## config.mk

```make
export PLATFORM = sky130hd
export DESIGN_NAME = morse_code_keyer
export DESIGN_NICKNAME = d
export VERILOG_FILES = /design/src/hdl/mck_pkg.sv /design/src/hdl/mck_fifo.sv /design/src/hdl/mck_front.sv /design/src/hdl/mck_back.sv /design/src/hdl/morse_code_keyer.sv
export SDC_FILE = /design/constraint.sdc
export NUM_CORES = 1
export LEC_CHECK = 0
export ABC_CLOCK_PERIOD_IN_PS = 4300
export BUFFER_PORTS_ARGS = -buffer_cell sky130_fd_sc_hd__buf_2
export CAP_MARGIN = 10
export CORE_MARGIN = 2
export CORE_UTILIZATION = 46
export DETAILED_ROUTE_END_ITERATION = 8
export GPL_TIMING_DRIVEN = 1
export MAX_ROUTING_LAYER = met4
export PLACE_DENSITY = 0.63
export SLEW_MARGIN = 20
export SYNTH_ARGS = -nofsm -noshare
export SYNTH_HDL_FRONTEND = slang
export SYNTH_HIERARCHICAL = 1
export SYNTH_SLANG_ARGS = --single-unit
```

## constraint.sdc

```tcl
create_clock -name clock -period 4.3 [get_ports clock]
set_clock_uncertainty 0.05 [all_clocks]
set_input_delay 0.645 -clock clock [delete_from_list [all_inputs] [get_ports clock]]
set_output_delay 0.645 -clock clock [all_outputs]
set_load 0.01 [all_outputs]
```

## src/hdl/mck_pkg.sv

```systemverilog
// Shared types and constants for the Morse code keyer.
// Holds the command format passed from front to back and the symbol table.
// No dependencies.
package mck_pkg;

   localparam int unsigned PAT_W       = 5;   // widest pattern in the table
   localparam int unsigned TLEN_W      = 3;   // element count as stored in the table
   localparam int unsigned CFG_W       = 16;
   localparam int unsigned CFG_IDX_W   = 3;
   localparam int unsigned QUEUE_DEPTH = 4;

   // register indexes
   localparam logic [CFG_IDX_W-1:0] REG_DIT      = 3'd0;
   localparam logic [CFG_IDX_W-1:0] REG_DAH      = 3'd1;
   localparam logic [CFG_IDX_W-1:0] REG_SYM_GAP  = 3'd2;
   localparam logic [CFG_IDX_W-1:0] REG_CHAR_GAP = 3'd3;
   localparam logic [CFG_IDX_W-1:0] REG_WORD_GAP = 3'd4;
   localparam logic [CFG_IDX_W-1:0] REG_END_TONE = 3'd5;

   localparam logic [CFG_W-1:0] RST_DIT      = 16'd60;
   localparam logic [CFG_W-1:0] RST_DAH      = 16'd180;
   localparam logic [CFG_W-1:0] RST_SYM_GAP  = 16'd120;
   localparam logic [CFG_W-1:0] RST_CHAR_GAP = 16'd300;
   localparam logic [CFG_W-1:0] RST_WORD_GAP = 16'd480;
   localparam logic [CFG_W-1:0] RST_END_TONE = 16'd1000;

   // request actions
   localparam logic [1:0] ACT_CHAR = 2'd0;
   localparam logic [1:0] ACT_TICK = 2'd1;
   localparam logic [1:0] ACT_END  = 2'd2;

   localparam logic [7:0] CH_SPACE = 8'h20;
   localparam logic [7:0] CH_A     = 8'h61;
   localparam logic [7:0] CH_Z     = 8'h7A;
   localparam logic [7:0] CH_0     = 8'h30;
   localparam logic [7:0] CH_9     = 8'h39;
   localparam logic [5:0] DIGIT_BASE = 6'd26;

   typedef enum logic [2:0] {
      CMD_NOP,    // undefined action, never accepted
      CMD_TICK,
      CMD_CHAR,   // known character, pattern attached
      CMD_WORD,   // space
      CMD_END,
      CMD_DROP    // unknown character, taken when idle but plays nothing
   } cmd_kind_type;

   typedef struct packed {
      cmd_kind_type      kind;
      logic [PAT_W-1:0]  pattern;
      logic [TLEN_W-1:0] count;
   } cmd_type;

   typedef enum logic [2:0] {
      PH_IDLE,
      PH_TONE,
      PH_SYMGAP,
      PH_CHARGAP,
      PH_WORDGAP,
      PH_ENDTONE
   } phase_type;

   typedef struct packed {
      logic buzzer_on;
      logic busy_res;
      logic accepted;
   } result_type;

   // a..z then 0..9; bit 0 of the pattern plays first, 1 = dah
   localparam logic [TLEN_W-1:0] SYM_LEN [36] = '{
      3'd2, 3'd4, 3'd4, 3'd3, 3'd1, 3'd4, 3'd3, 3'd4, 3'd2, 3'd4, 3'd3, 3'd4, 3'd2,
      3'd2, 3'd3, 3'd4, 3'd4, 3'd3, 3'd3, 3'd1, 3'd3, 3'd4, 3'd3, 3'd4, 3'd4, 3'd4,
      3'd5, 3'd5, 3'd5, 3'd5, 3'd5, 3'd5, 3'd5, 3'd5, 3'd5, 3'd5
   };
   localparam logic [PAT_W-1:0] SYM_BITS [36] = '{
      5'd2, 5'd1, 5'd5, 5'd1, 5'd0, 5'd4, 5'd3, 5'd0, 5'd0, 5'd14, 5'd5, 5'd2, 5'd3,
      5'd1, 5'd7, 5'd6, 5'd11, 5'd2, 5'd0, 5'd1, 5'd4, 5'd8, 5'd6, 5'd9, 5'd13, 5'd3,
      5'd31, 5'd30, 5'd28, 5'd24, 5'd16, 5'd0, 5'd1, 5'd3, 5'd7, 5'd15
   };

endpackage

```

## src/hdl/mck_fifo.sv

```systemverilog
// Small register-based queue between the keyer's front and back.
// Depends on nothing.
module mck_fifo #(
   parameter int unsigned WIDTH = 14,
   parameter int unsigned DEPTH = 4
) (
   input  logic             clock,
   input  logic             reset,
   input  logic             wr_en,
   input  logic [WIDTH-1:0] wr_data,
   output logic             full,
   input  logic             rd_en,
   output logic [WIDTH-1:0] rd_data,
   output logic             not_empty
);

   localparam int unsigned PTR_W = (DEPTH > 1) ? $clog2(DEPTH) : 1;
   localparam int unsigned CNT_W = $clog2(DEPTH + 1);

   logic [WIDTH-1:0] mem_ff [DEPTH];
   logic [PTR_W-1:0] wr_ptr_ff, wr_ptr_in;
   logic [PTR_W-1:0] rd_ptr_ff, rd_ptr_in;
   logic [CNT_W-1:0] count_ff, count_in;
   logic             do_wr, do_rd;

   assign full      = (count_ff == CNT_W'(DEPTH));
   assign not_empty = (count_ff != '0);
   assign rd_data   = mem_ff[rd_ptr_ff];
   assign do_wr     = wr_en && !full;
   assign do_rd     = rd_en && not_empty;

   always_comb begin
      wr_ptr_in = wr_ptr_ff;
      rd_ptr_in = rd_ptr_ff;
      count_in  = count_ff;
      if (do_wr) begin
         wr_ptr_in = (wr_ptr_ff == PTR_W'(DEPTH - 1)) ? '0 : wr_ptr_ff + 1'b1;
      end
      if (do_rd) begin
         rd_ptr_in = (rd_ptr_ff == PTR_W'(DEPTH - 1)) ? '0 : rd_ptr_ff + 1'b1;
      end
      if (do_wr && !do_rd) begin
         count_in = count_ff + 1'b1;
      end else if (do_rd && !do_wr) begin
         count_in = count_ff - 1'b1;
      end
   end

   always_ff @(posedge clock) begin
      if (reset) begin
         wr_ptr_ff <= '0;
         rd_ptr_ff <= '0;
         count_ff  <= '0;
      end else begin
         wr_ptr_ff <= wr_ptr_in;
         rd_ptr_ff <= rd_ptr_in;
         count_ff  <= count_in;
      end
   end

   always_ff @(posedge clock) begin
      if (do_wr) begin
         mem_ff[wr_ptr_ff] <= wr_data;
      end
   end

endmodule

```

## src/hdl/mck_front.sv

```systemverilog
// Keyer front: takes request transactions, classifies them into commands
// and queues them. Depends on mck_pkg and mck_fifo.
module mck_front (
   input  logic            clock,
   input  logic            reset,
   input  logic            req_tvalid,
   output logic            req_tready,
   input  logic [1:0]      action,
   input  logic [7:0]      char_code,
   output logic            cmd_valid,
   output mck_pkg::cmd_type cmd,
   input  logic            cmd_pop
);
   import mck_pkg::*;

   cmd_type    dec;
   logic       q_full;
   logic [5:0] idx;
   logic [7:0] rel;

   always_comb begin
      dec = '{kind: CMD_NOP, pattern: '0, count: '0};
      idx = '0;
      rel = '0;
      case (action)
         ACT_TICK: dec.kind = CMD_TICK;
         ACT_END:  dec.kind = CMD_END;
         ACT_CHAR: begin
            if (char_code == CH_SPACE) begin
               dec.kind = CMD_WORD;
            end else if (char_code inside {[CH_A:CH_Z]}) begin
               rel         = char_code - CH_A;
               idx         = rel[5:0];
               dec.kind    = CMD_CHAR;
               dec.pattern = SYM_BITS[idx];
               dec.count   = SYM_LEN[idx];
            end else if (char_code inside {[CH_0:CH_9]}) begin
               rel         = char_code - CH_0;
               idx         = rel[5:0] + DIGIT_BASE;
               dec.kind    = CMD_CHAR;
               dec.pattern = SYM_BITS[idx];
               dec.count   = SYM_LEN[idx];
            end else begin
               dec.kind = CMD_DROP;
            end
         end
         default: dec.kind = CMD_NOP;
      endcase
   end

   assign req_tready = !q_full;

   mck_fifo #(
      .WIDTH ($bits(cmd_type)),
      .DEPTH (QUEUE_DEPTH)
   ) u_queue (
      .clock     (clock),
      .reset     (reset),
      .wr_en     (req_tvalid),
      .wr_data   (dec),
      .full      (q_full),
      .rd_en     (cmd_pop),
      .rd_data   (cmd),
      .not_empty (cmd_valid)
   );

endmodule

```

## src/hdl/mck_back.sv

```systemverilog
// Keyer back: timing sequencer, configuration registers and result register.
// Depends on mck_pkg.
module mck_back #(
   parameter int unsigned MAX_ELEMENTS = 5,
   parameter int unsigned TIMER_WIDTH  = 16
) (
   input  logic                            clock,
   input  logic                            reset,
   input  logic                            cmd_valid,
   input  mck_pkg::cmd_type                cmd,
   output logic                            cmd_pop,
   input  logic                            csr_wr_en,
   input  logic [mck_pkg::CFG_IDX_W-1:0]   csr_index,
   input  logic [mck_pkg::CFG_W-1:0]       csr_wdata,
   output logic                            rsp_valid,
   input  logic                            rsp_ready,
   output mck_pkg::result_type             rsp_result
);
   import mck_pkg::*;

   localparam int unsigned EL_W = $clog2(MAX_ELEMENTS + 1);
   localparam logic [32:0] TMAX = (33'd1 << TIMER_WIDTH) - 33'd1;

   function automatic logic [TIMER_WIDTH-1:0] sat_len(input logic [CFG_W-1:0] v);
      logic [32:0] w;
      w = 33'(v);
      if (w > TMAX) begin
         sat_len = '1;
      end else begin
         sat_len = w[TIMER_WIDTH-1:0];
      end
   endfunction

   logic [CFG_W-1:0] dit_ff, dah_ff, sym_gap_ff, char_gap_ff, word_gap_ff, end_tone_ff;

   phase_type            phase_ff, phase_in, ph1;
   logic [TIMER_WIDTH-1:0] cnt_ff, cnt_in, cnt1;
   logic [PAT_W-1:0]     pat_ff, pat_in, pat1;
   logic [EL_W-1:0]      left_ff, left_in, left1;
   logic                 pend_ff, pend_in;
   logic                 acc_ff, acc_in, acc_new;
   logic                 rsp_valid_ff, rsp_valid_in;
   result_type           res_ff, res_now;
   logic                 out_free, emit, settled;
   logic [EL_W-1:0]      clamp_cnt;

   assign out_free = !rsp_valid_ff || rsp_ready;
   assign cmd_pop  = cmd_valid && !pend_ff && out_free;

   always_comb begin
      if (32'(cmd.count) > MAX_ELEMENTS) begin
         clamp_cnt = EL_W'(MAX_ELEMENTS);
      end else begin
         clamp_cnt = EL_W'(cmd.count);
      end
   end

   // next state: apply the popped command, then one settle step
   always_comb begin
      ph1     = phase_ff;
      cnt1    = cnt_ff;
      pat1    = pat_ff;
      left1   = left_ff;
      acc_new = 1'b0;
      if (cmd_pop) begin
         case (cmd.kind)
            CMD_TICK: begin
               if (phase_ff != PH_IDLE && cnt_ff != '0) begin
                  cnt1 = cnt_ff - 1'b1;
               end
            end
            CMD_CHAR: begin
               if (phase_ff == PH_IDLE) begin
                  acc_new = 1'b1;
                  ph1     = PH_SYMGAP;
                  cnt1    = '0;
                  pat1    = cmd.pattern;
                  left1   = clamp_cnt;
               end
            end
            CMD_WORD: begin
               if (phase_ff == PH_IDLE) begin
                  acc_new = 1'b1;
                  ph1     = PH_WORDGAP;
                  cnt1    = sat_len(word_gap_ff);
               end
            end
            CMD_END: begin
               if (phase_ff == PH_IDLE) begin
                  acc_new = 1'b1;
                  ph1     = PH_ENDTONE;
                  cnt1    = sat_len(end_tone_ff);
               end
            end
            CMD_DROP: acc_new = (phase_ff == PH_IDLE);
            default: ;
         endcase
      end

      phase_in = ph1;
      cnt_in   = cnt1;
      pat_in   = pat1;
      left_in  = left1;
      if (ph1 != PH_IDLE && cnt1 == '0) begin
         case (ph1)
            PH_TONE: begin
               phase_in = PH_SYMGAP;
               cnt_in   = sat_len(sym_gap_ff);
            end
            PH_SYMGAP: begin
               if (left1 != '0) begin
                  phase_in = PH_TONE;
                  cnt_in   = sat_len(pat1[0] ? dah_ff : dit_ff);
                  pat_in   = pat1 >> 1;
                  left_in  = left1 - 1'b1;
               end else begin
                  phase_in = PH_CHARGAP;
                  cnt_in   = sat_len(char_gap_ff);
               end
            end
            default: phase_in = PH_IDLE;
         endcase
      end

      settled      = (phase_in == PH_IDLE) || (cnt_in != '0);
      emit         = (cmd_pop || pend_ff) && settled && out_free;
      pend_in      = (cmd_pop || pend_ff) && !emit;
      acc_in       = cmd_pop ? acc_new : acc_ff;
      rsp_valid_in = emit || (rsp_valid_ff && !rsp_ready);
   end

   // result fields as seen after this cycle's update
   always_comb begin
      res_now.buzzer_on = (phase_in == PH_TONE) || (phase_in == PH_ENDTONE);
      res_now.busy_res  = (phase_in != PH_IDLE);
      res_now.accepted  = acc_in;
   end

   always_ff @(posedge clock) begin
      if (reset) begin
         phase_ff     <= PH_IDLE;
         cnt_ff       <= '0;
         pat_ff       <= '0;
         left_ff      <= '0;
         pend_ff      <= 1'b0;
         acc_ff       <= 1'b0;
         rsp_valid_ff <= 1'b0;
         dit_ff       <= RST_DIT;
         dah_ff       <= RST_DAH;
         sym_gap_ff   <= RST_SYM_GAP;
         char_gap_ff  <= RST_CHAR_GAP;
         word_gap_ff  <= RST_WORD_GAP;
         end_tone_ff  <= RST_END_TONE;
      end else begin
         phase_ff     <= phase_in;
         cnt_ff       <= cnt_in;
         pat_ff       <= pat_in;
         left_ff      <= left_in;
         pend_ff      <= pend_in;
         acc_ff       <= acc_in;
         rsp_valid_ff <= rsp_valid_in;
         if (csr_wr_en) begin
            case (csr_index)
               REG_DIT:      dit_ff      <= csr_wdata;
               REG_DAH:      dah_ff      <= csr_wdata;
               REG_SYM_GAP:  sym_gap_ff  <= csr_wdata;
               REG_CHAR_GAP: char_gap_ff <= csr_wdata;
               REG_WORD_GAP: word_gap_ff <= csr_wdata;
               REG_END_TONE: end_tone_ff <= csr_wdata;
               default: ;
            endcase
         end
      end
   end

   always_ff @(posedge clock) begin
      if (emit) begin
         res_ff <= res_now;
      end
   end

   assign rsp_valid  = rsp_valid_ff;
   assign rsp_result = res_ff;

endmodule

```

## src/hdl/morse_code_keyer.sv

```systemverilog
// Morse code keyer top level: front classifier, command queue, back sequencer.
// Depends on mck_pkg, mck_front, mck_back.
//
// Usage:
//  - req_ channel: one transaction per message character, time tick or
//    end-of-message mark. While idle, characters a-z, 0-9 play their Morse
//    pattern, space plays a word gap, anything else is taken and dropped.
//  - rsp_ channel: exactly one transaction per request, in order, giving
//    buzzer state, busy state and whether the request was taken.
//  - csr_ port: write-only timing registers (dit, dah, symbol gap, char gap,
//    word gap, end tone), written only while the keyer is idle (user's rule;
//    the keyer itself does not enforce it). A response is registered at the
//    edge that pops its request from the 4-entry queue, unless that step
//    lands on zero-length phases; then it waits while the single settle step
//    per cycle skips them. Throughput is one transaction per cycle while
//    neither rsp_tready nor a pending settle stalls the keyer.
//  - Reset (synchronous): queue emptied, keyer idle, registers at defaults.
//  - A stalled rsp_tready holds the response; the queue keeps absorbing
//    requests until full, then req_tready drops.
module morse_code_keyer #(
   parameter int unsigned MAX_ELEMENTS = 5,
   parameter int unsigned TIMER_WIDTH  = 16
) (
   input  logic                          clock,
   input  logic                          reset,
   // req_tdata: [1:0] action, [9:2] char_code, [15:10] zero
   input  logic                          req_tvalid,
   output logic                          req_tready,
   input  logic [15:0]                   req_tdata,
   // rsp_tdata: [0] buzzer_on, [1] busy_res, [2] accepted, [7:3] zero
   output logic                          rsp_tvalid,
   input  logic                          rsp_tready,
   output logic [7:0]                    rsp_tdata,
   input  logic                          csr_wr_en,
   input  logic [mck_pkg::CFG_IDX_W-1:0] csr_index,
   input  logic [mck_pkg::CFG_W-1:0]     csr_wdata
);
   import mck_pkg::*;

   cmd_type    cmd;
   logic       cmd_valid;
   logic       cmd_pop;
   result_type res;

   mck_front u_front (
      .clock      (clock),
      .reset      (reset),
      .req_tvalid (req_tvalid),
      .req_tready (req_tready),
      .action     (req_tdata[1:0]),
      .char_code  (req_tdata[9:2]),
      .cmd_valid  (cmd_valid),
      .cmd        (cmd),
      .cmd_pop    (cmd_pop)
   );

   mck_back #(
      .MAX_ELEMENTS (MAX_ELEMENTS),
      .TIMER_WIDTH  (TIMER_WIDTH)
   ) u_back (
      .clock      (clock),
      .reset      (reset),
      .cmd_valid  (cmd_valid),
      .cmd        (cmd),
      .cmd_pop    (cmd_pop),
      .csr_wr_en  (csr_wr_en),
      .csr_index  (csr_index),
      .csr_wdata  (csr_wdata),
      .rsp_valid  (rsp_tvalid),
      .rsp_ready  (rsp_tready),
      .rsp_result (res)
   );

   // upper request bits [15:10] are padding and ignored
   assign rsp_tdata = {5'b0, res.accepted, res.busy_res, res.buzzer_on};

endmodule
```

==> metrics.sh <==
CLOCK_SINK_COUNT=182
SYN_AVG_CELL_AREA_UM2=8.55
PLACEMENT.CELL_AREA_MM2=0.0111
STARTING_UTILIZATION_OF_THE_CORE_AREA=0.464
ANTENNA_DIODE_INSTANCE_COUNT=0
STATIC-LEAKAGE-POWER_nW=4.39
HOLD-PATH-CELL-COUNT=2
WHS_ENDPOINT='u_back/end_tone_ff[0]$_SDFFE_PP0P_'
WIRE_PER_INST_UM=19.1
CTS_MAX_LEVEL=4
REGISTER_AREA_MM2=0.00412
LAYOUT_WORST_PATH_CYCLE_SHARE=0.951
HOLD_SLACK_NS=0.406
WORST_R2R_ENDPOINT='u_back/rsp_result[1]$_DFFE_PP_'
REG2REG_SETUP_SLACK_NS=0.21
CTS-ROOT-TO-SINK-BUFFERS=2
DETAIL-ROUTE-ANTENNA-NETS=0
TOTALWIRELENGTH_UM=29700
DIE_H_UM=155
DETAILEDROUTE.FIRSTITERATIONVIOLATIONS=672
YOSYSWARNINGS=6
DIEWIDTH_UM=155
MAX_CAP_VIOLS=0
FINALSETUPTNS_NS=0
YOSYS.CELL_TYPES.COUNT=106
INITIAL_ANTENNA_VIOLATION_COUNT=0
GRT_START_MAX_NET_PINS=95
NUMBER_OF_SYNTHESIZED_FLOPS_WITH_AN_ENABLE_PIN=47
TIMING.CRITICAL_PATH.SLOWEST_STAGE_CELL='sky130_fd_sc_hd__mux4_2'
NETLIST_INSTANCES=1219
POWER_PER_CELL_AREA_mW_PER_MM2=584
TIMING.CRITICAL_PATH.REQUIRED_NS=4.43
CLK-INSERTION-DELAY-LATE_NS=0.43
STARTPOINT_OF_THE_WORST_HOLD_PATH='u_back/end_tone_ff[0]$_SDFFE_PP0P_'
TIMING.FMAX_MHz=244
FRACTION_OF_LAYOUT_CELLS_WITH_A_SIZE_SUFFIX_ABOVE_1=0.177
POWER_FRAC_COMB=0.472
WORST_PATH_DOMINANT_CELL_FAMILY='simple AND/OR/NAND/NOR gates'
SYNTH_FF_TYPE='sky130_fd_sc_hd__dfxtp_1'
FINALWORSTPATHREQUIREDPERIOD_NS=4.09
CRITPATHBUFINV=4
GRT_PASS1_WL_UM=47900
DRT_DRC_VIOLATIONS_LEFT=0
ROW_COUNT=55
GRT.TOTAL_USAGE=0.262
TRITONCTS_CLOCK_TREE='yes'
CLK_PIN_SLEW_NS=0.07
DPL.HPWL_UM=21100
VIAS=9186
MULTI_INPUT_AREA_MM2=0.00586
STATUS='finished clean'
PLACE.PORT_BUFFERS=38
MOST_COMMON_CELL_AFTER_LAYOUT_FILL_AND_TAPS_ASIDE='sky130_fd_sc_hd__nand2_1'
WORSTHOLDPATHTYPE='flop to flop'
NETLIST_AREA_MM2=0.0104
POST_SYNTHESIS_SEQUENTIAL_ELEMENT_COUNT=182
FINALHOLDVIOLATIONS=0
SWITCHINGPOWER_W=0.00281
CRITPATHLAUNCHTYPE='flop'
CTS-ROOT-BUF='sky130_fd_sc_hd__clkbuf_16'
YOSYSTOPAREACELLSHARE=0.259
FINALNETCOUNT=1321
CRITICAL_PATH_PEAK_FANOUT=11
SLEW_VIOLATIONS=0
GLOBALROUTE.TOTALOVERFLOW=0
CTS-BUFFERS-INSERTED=17
YS_ASYNC_SR_FRACTION=0
CRIT_PATH_END_KIND='flop'
VIAS_IN_THE_FIRST_GLOBAL_ROUTE=8532
DIE_AREA_MM2=0.0239
FINAL_DESIGN_AREA_NO_FILL_MM2=0.0118
IO-PIN-COUNT=50
SYNTH.YOSYS.SEQ_AREA_SHARE=0.395
WORST_PATH_MOST_REPEATED_CELL='sky130_fd_sc_hd__buf_4'
TIGHTESTPINTRANSITION_NS=1.09
YOSYSTOPAREACELL='sky130_fd_sc_hd__dfxtp_1'
POWER.IR.VDD_WORST_mV=0.357
POWER.SHARE.SEQUENTIAL=0.304
FINISH.UTILIZATION=0.524
NETSWITCHINGFRACTION=0.409
FF2FF_PATH_DEPTH=14
SETUP_VIOL=0
FINAL_CELL_MIX='sky130_fd_sc_hd__nand2_1 (250), sky130_fd_sc_hd__dfxtp_1 (134), sky130_fd_sc_hd__a21oi_1 (125)'
RSZ_0062_RAISED_AFTER_GLOBAL_ROUTING='no'
AREA.GROWTH.SYNTH_TO_FINAL_PCT=12.8
DRT_PRE_ANTENNA_ITERS=5
TIMING.CRITICAL_PATH.CELLS='buf_4 > mux4_2 > buf_4 > or3_1 > nand4_1 > buf_4 > a21oi_1 > nor4_2 > and4_1 > and4b_2 > and3_4 > buf_4 > a21oi_1 > o22a_1'
CP.ARRIVAL_NS=4.22
MAX_SLEW_HEADROOM=0.275
CORE_REGION_AREA_MM2=0.0224
VIAS_PER_CELL=5.90
TIMING.CRITICAL_PATH.SLOWEST_CELL_DELAY_NS=0.51
CRITICALPATHCATEGORY='flop to flop'
N_FILL_CELL=2121
INTERNAL_POWER_W=0.00406
GPL.FINAL_WEIGHTED_CONGESTION=0.942
SYNTH_AREA_LEADERS='sky130_fd_sc_hd__dfxtp_1 (26%), sky130_fd_sc_hd__edfxtp_1 (14%), sky130_fd_sc_hd__nand2_1 (9.0%), sky130_fd_sc_hd__a21oi_1 (6.1%), sky130_fd_sc_hd__mux2i_1 (3.2%)'
CLOCK_POWER_SHARE=0.225
[synth_stat cells, types with 5 or more instances]
master and count:
sky130_fd_sc_hd__inv_1 23, sky130_fd_sc_hd__a22oi_1 9, sky130_fd_sc_hd__buf_4 9, sky130_fd_sc_hd__nor3_1 32, sky130_fd_sc_hd__xnor2_2 6, sky130_fd_sc_hd__a21oi_1 126, sky130_fd_sc_hd__clkbuf_1 57, sky130_fd_sc_hd__o21ai_1 5
sky130_fd_sc_hd__nor3b_1 5, sky130_fd_sc_hd__nand2_1 251, sky130_fd_sc_hd__ha_1 21, sky130_fd_sc_hd__mux2i_1 33, sky130_fd_sc_hd__mux4_2 11, sky130_fd_sc_hd__nor4_1 11, sky130_fd_sc_hd__and4_1 5, sky130_fd_sc_hd__buf_2 16
sky130_fd_sc_hd__or3_1 12, sky130_fd_sc_hd__nand2b_1 7, sky130_fd_sc_hd__nor2_1 57, sky130_fd_sc_hd__nand3_1 52, sky130_fd_sc_hd__a211oi_1 7, sky130_fd_sc_hd__a22o_1 5, sky130_fd_sc_hd__edfxtp_1 47, sky130_fd_sc_hd__and3_1 10
sky130_fd_sc_hd__o21a_1 10, sky130_fd_sc_hd__a32o_1 9, sky130_fd_sc_hd__a31oi_1 13, sky130_fd_sc_hd__o22ai_1 5, sky130_fd_sc_hd__nor2b_1 7, sky130_fd_sc_hd__mux2_2 5, sky130_fd_sc_hd__o31ai_2 5, sky130_fd_sc_hd__o21ai_0 43
sky130_fd_sc_hd__and2_1 9, sky130_fd_sc_hd__buf_1 5, sky130_fd_sc_hd__dfxtp_1 135, sky130_fd_sc_hd__nand4_1 12, sky130_fd_sc_hd__xnor2_1 5, sky130_fd_sc_hd__o211ai_1 15
[what timing repair did]
item	in CTS	in global routing
setup endpoints to repair	0	32
hold buffers	0	0
buffers inserted	0	3
gates resized for setup	0	13
hold endpoints to repair	0	0
[routing by layer]
layer,global-route usage,up-vias,routed length [um]
met5,-,-,0
met4,0.0750,0,545
met2,0.394,265,13700
met3,0.0440,34,1680
li1,-,4493,-
met1,0.365,4394,13800
[layout make-up]
cell class / instances / area share
Multi-Input combinational cell: 922 / 0.499
Tap cell: 285 / 0.0303
Inverter: 27 / 0.00904
Sequential cell: 182 / 0.350
Clock buffer: 20 / 0.0398
Clock inverter: 12 / 0.0105
Timing Repair Buffer: 109 / 0.0617
[worst min-delay path, delay by kind of cell, from the launching register on]
kind               cells  cell delay [ns]
and+or+nand+nor        1             0.05
DFF                    1             0.31
AOI/OAI and AO/OA      1             0.05
[worst max-delay path by stage]
stage	depth (start not counted)	slack, ns	endpoint
after floorplan	19	0.004	u_back/rsp_result[0]$_DFFE_PP_
after global placement	17	0.04	u_back/rsp_valid$_SDFF_PP0_
after detailed placement	15	0.07	u_back/rsp_result[0]$_DFFE_PP_
after CTS	14	0.02	u_back/rsp_result[0]$_DFFE_PP_
after global routing	14	0.02	u_back/rsp_result[1]$_DFFE_PP_
final	14	0.21	u_back/rsp_result[1]$_DFFE_PP_
[state kept, by name (all words and copies together) (netlist names), named ones only]
signal / flops
u_back/dah_ff: 16
u_front/u_queue/wr_ptr_ff: 2
u_back/acc_ff: 1
u_front/u_queue/mem_ff: 44
u_back/phase_ff: 3
u_back/rsp_valid: 1
u_front/u_queue/count_ff: 3
u_back/sym_gap_ff: 16
u_back/dit_ff: 16
u_back/pat_ff: 5
u_back/char_gap_ff: 16
u_front/u_queue/rd_ptr_ff: 2
u_back/cnt_ff: 16
u_back/word_gap_ff: 16
u_back/left_ff: 3
u_back/pend_ff: 1
u_back/rsp_result: 3
u_back/end_tone_ff: 16
[cells by family (layout without fill, tap and decap cells)]
logic type / Yosys count / after routing / synth area share
buf+inv: 119 / 168 / 0.0519
xor+xnor: 17 / 17 / 0.0219
fa+ha+maj: 22 / 22 / 0.0271
simple gates: 511 / 511 / 0.241
other cells: 1 / 5 / 0.000360
mux: 53 / 53 / 0.0652
flops: 182 / 182 / 0.395
compound gates: 314 / 314 / 0.198
[power by group through the flow]
stage	sequential, W	combinational, W	clock [W]
2_1_floorplan	0.00207	0.00214	0
3_3_place_gp	0.00212	0.00305	0
3_5_place_dp	0.00212	0.00306	0
4_1_cts	0.00208	0.00308	0.00158
5_1_grt	0.00211	0.00350	0.00167
6_report	0.00208	0.00324	0.00154
[metrics by stage]
step / instances / power (W) / worst slack (ns)
6_report: 1557 / 0.00687 / 0.210
5_1_grt: 1557 / 0.00728 / 0.0223
4_1_cts: 1554 / 0.00674 / 0.0210
3_5_place_dp: 1522 / 0.00518 / 0.0658
3_3_place_gp: 1522 / 0.00516 / 0.0449
2_1_floorplan: 1223 / 0.00421 / 0.00360
No activity file was read; power rests on OpenSTA's default activity.
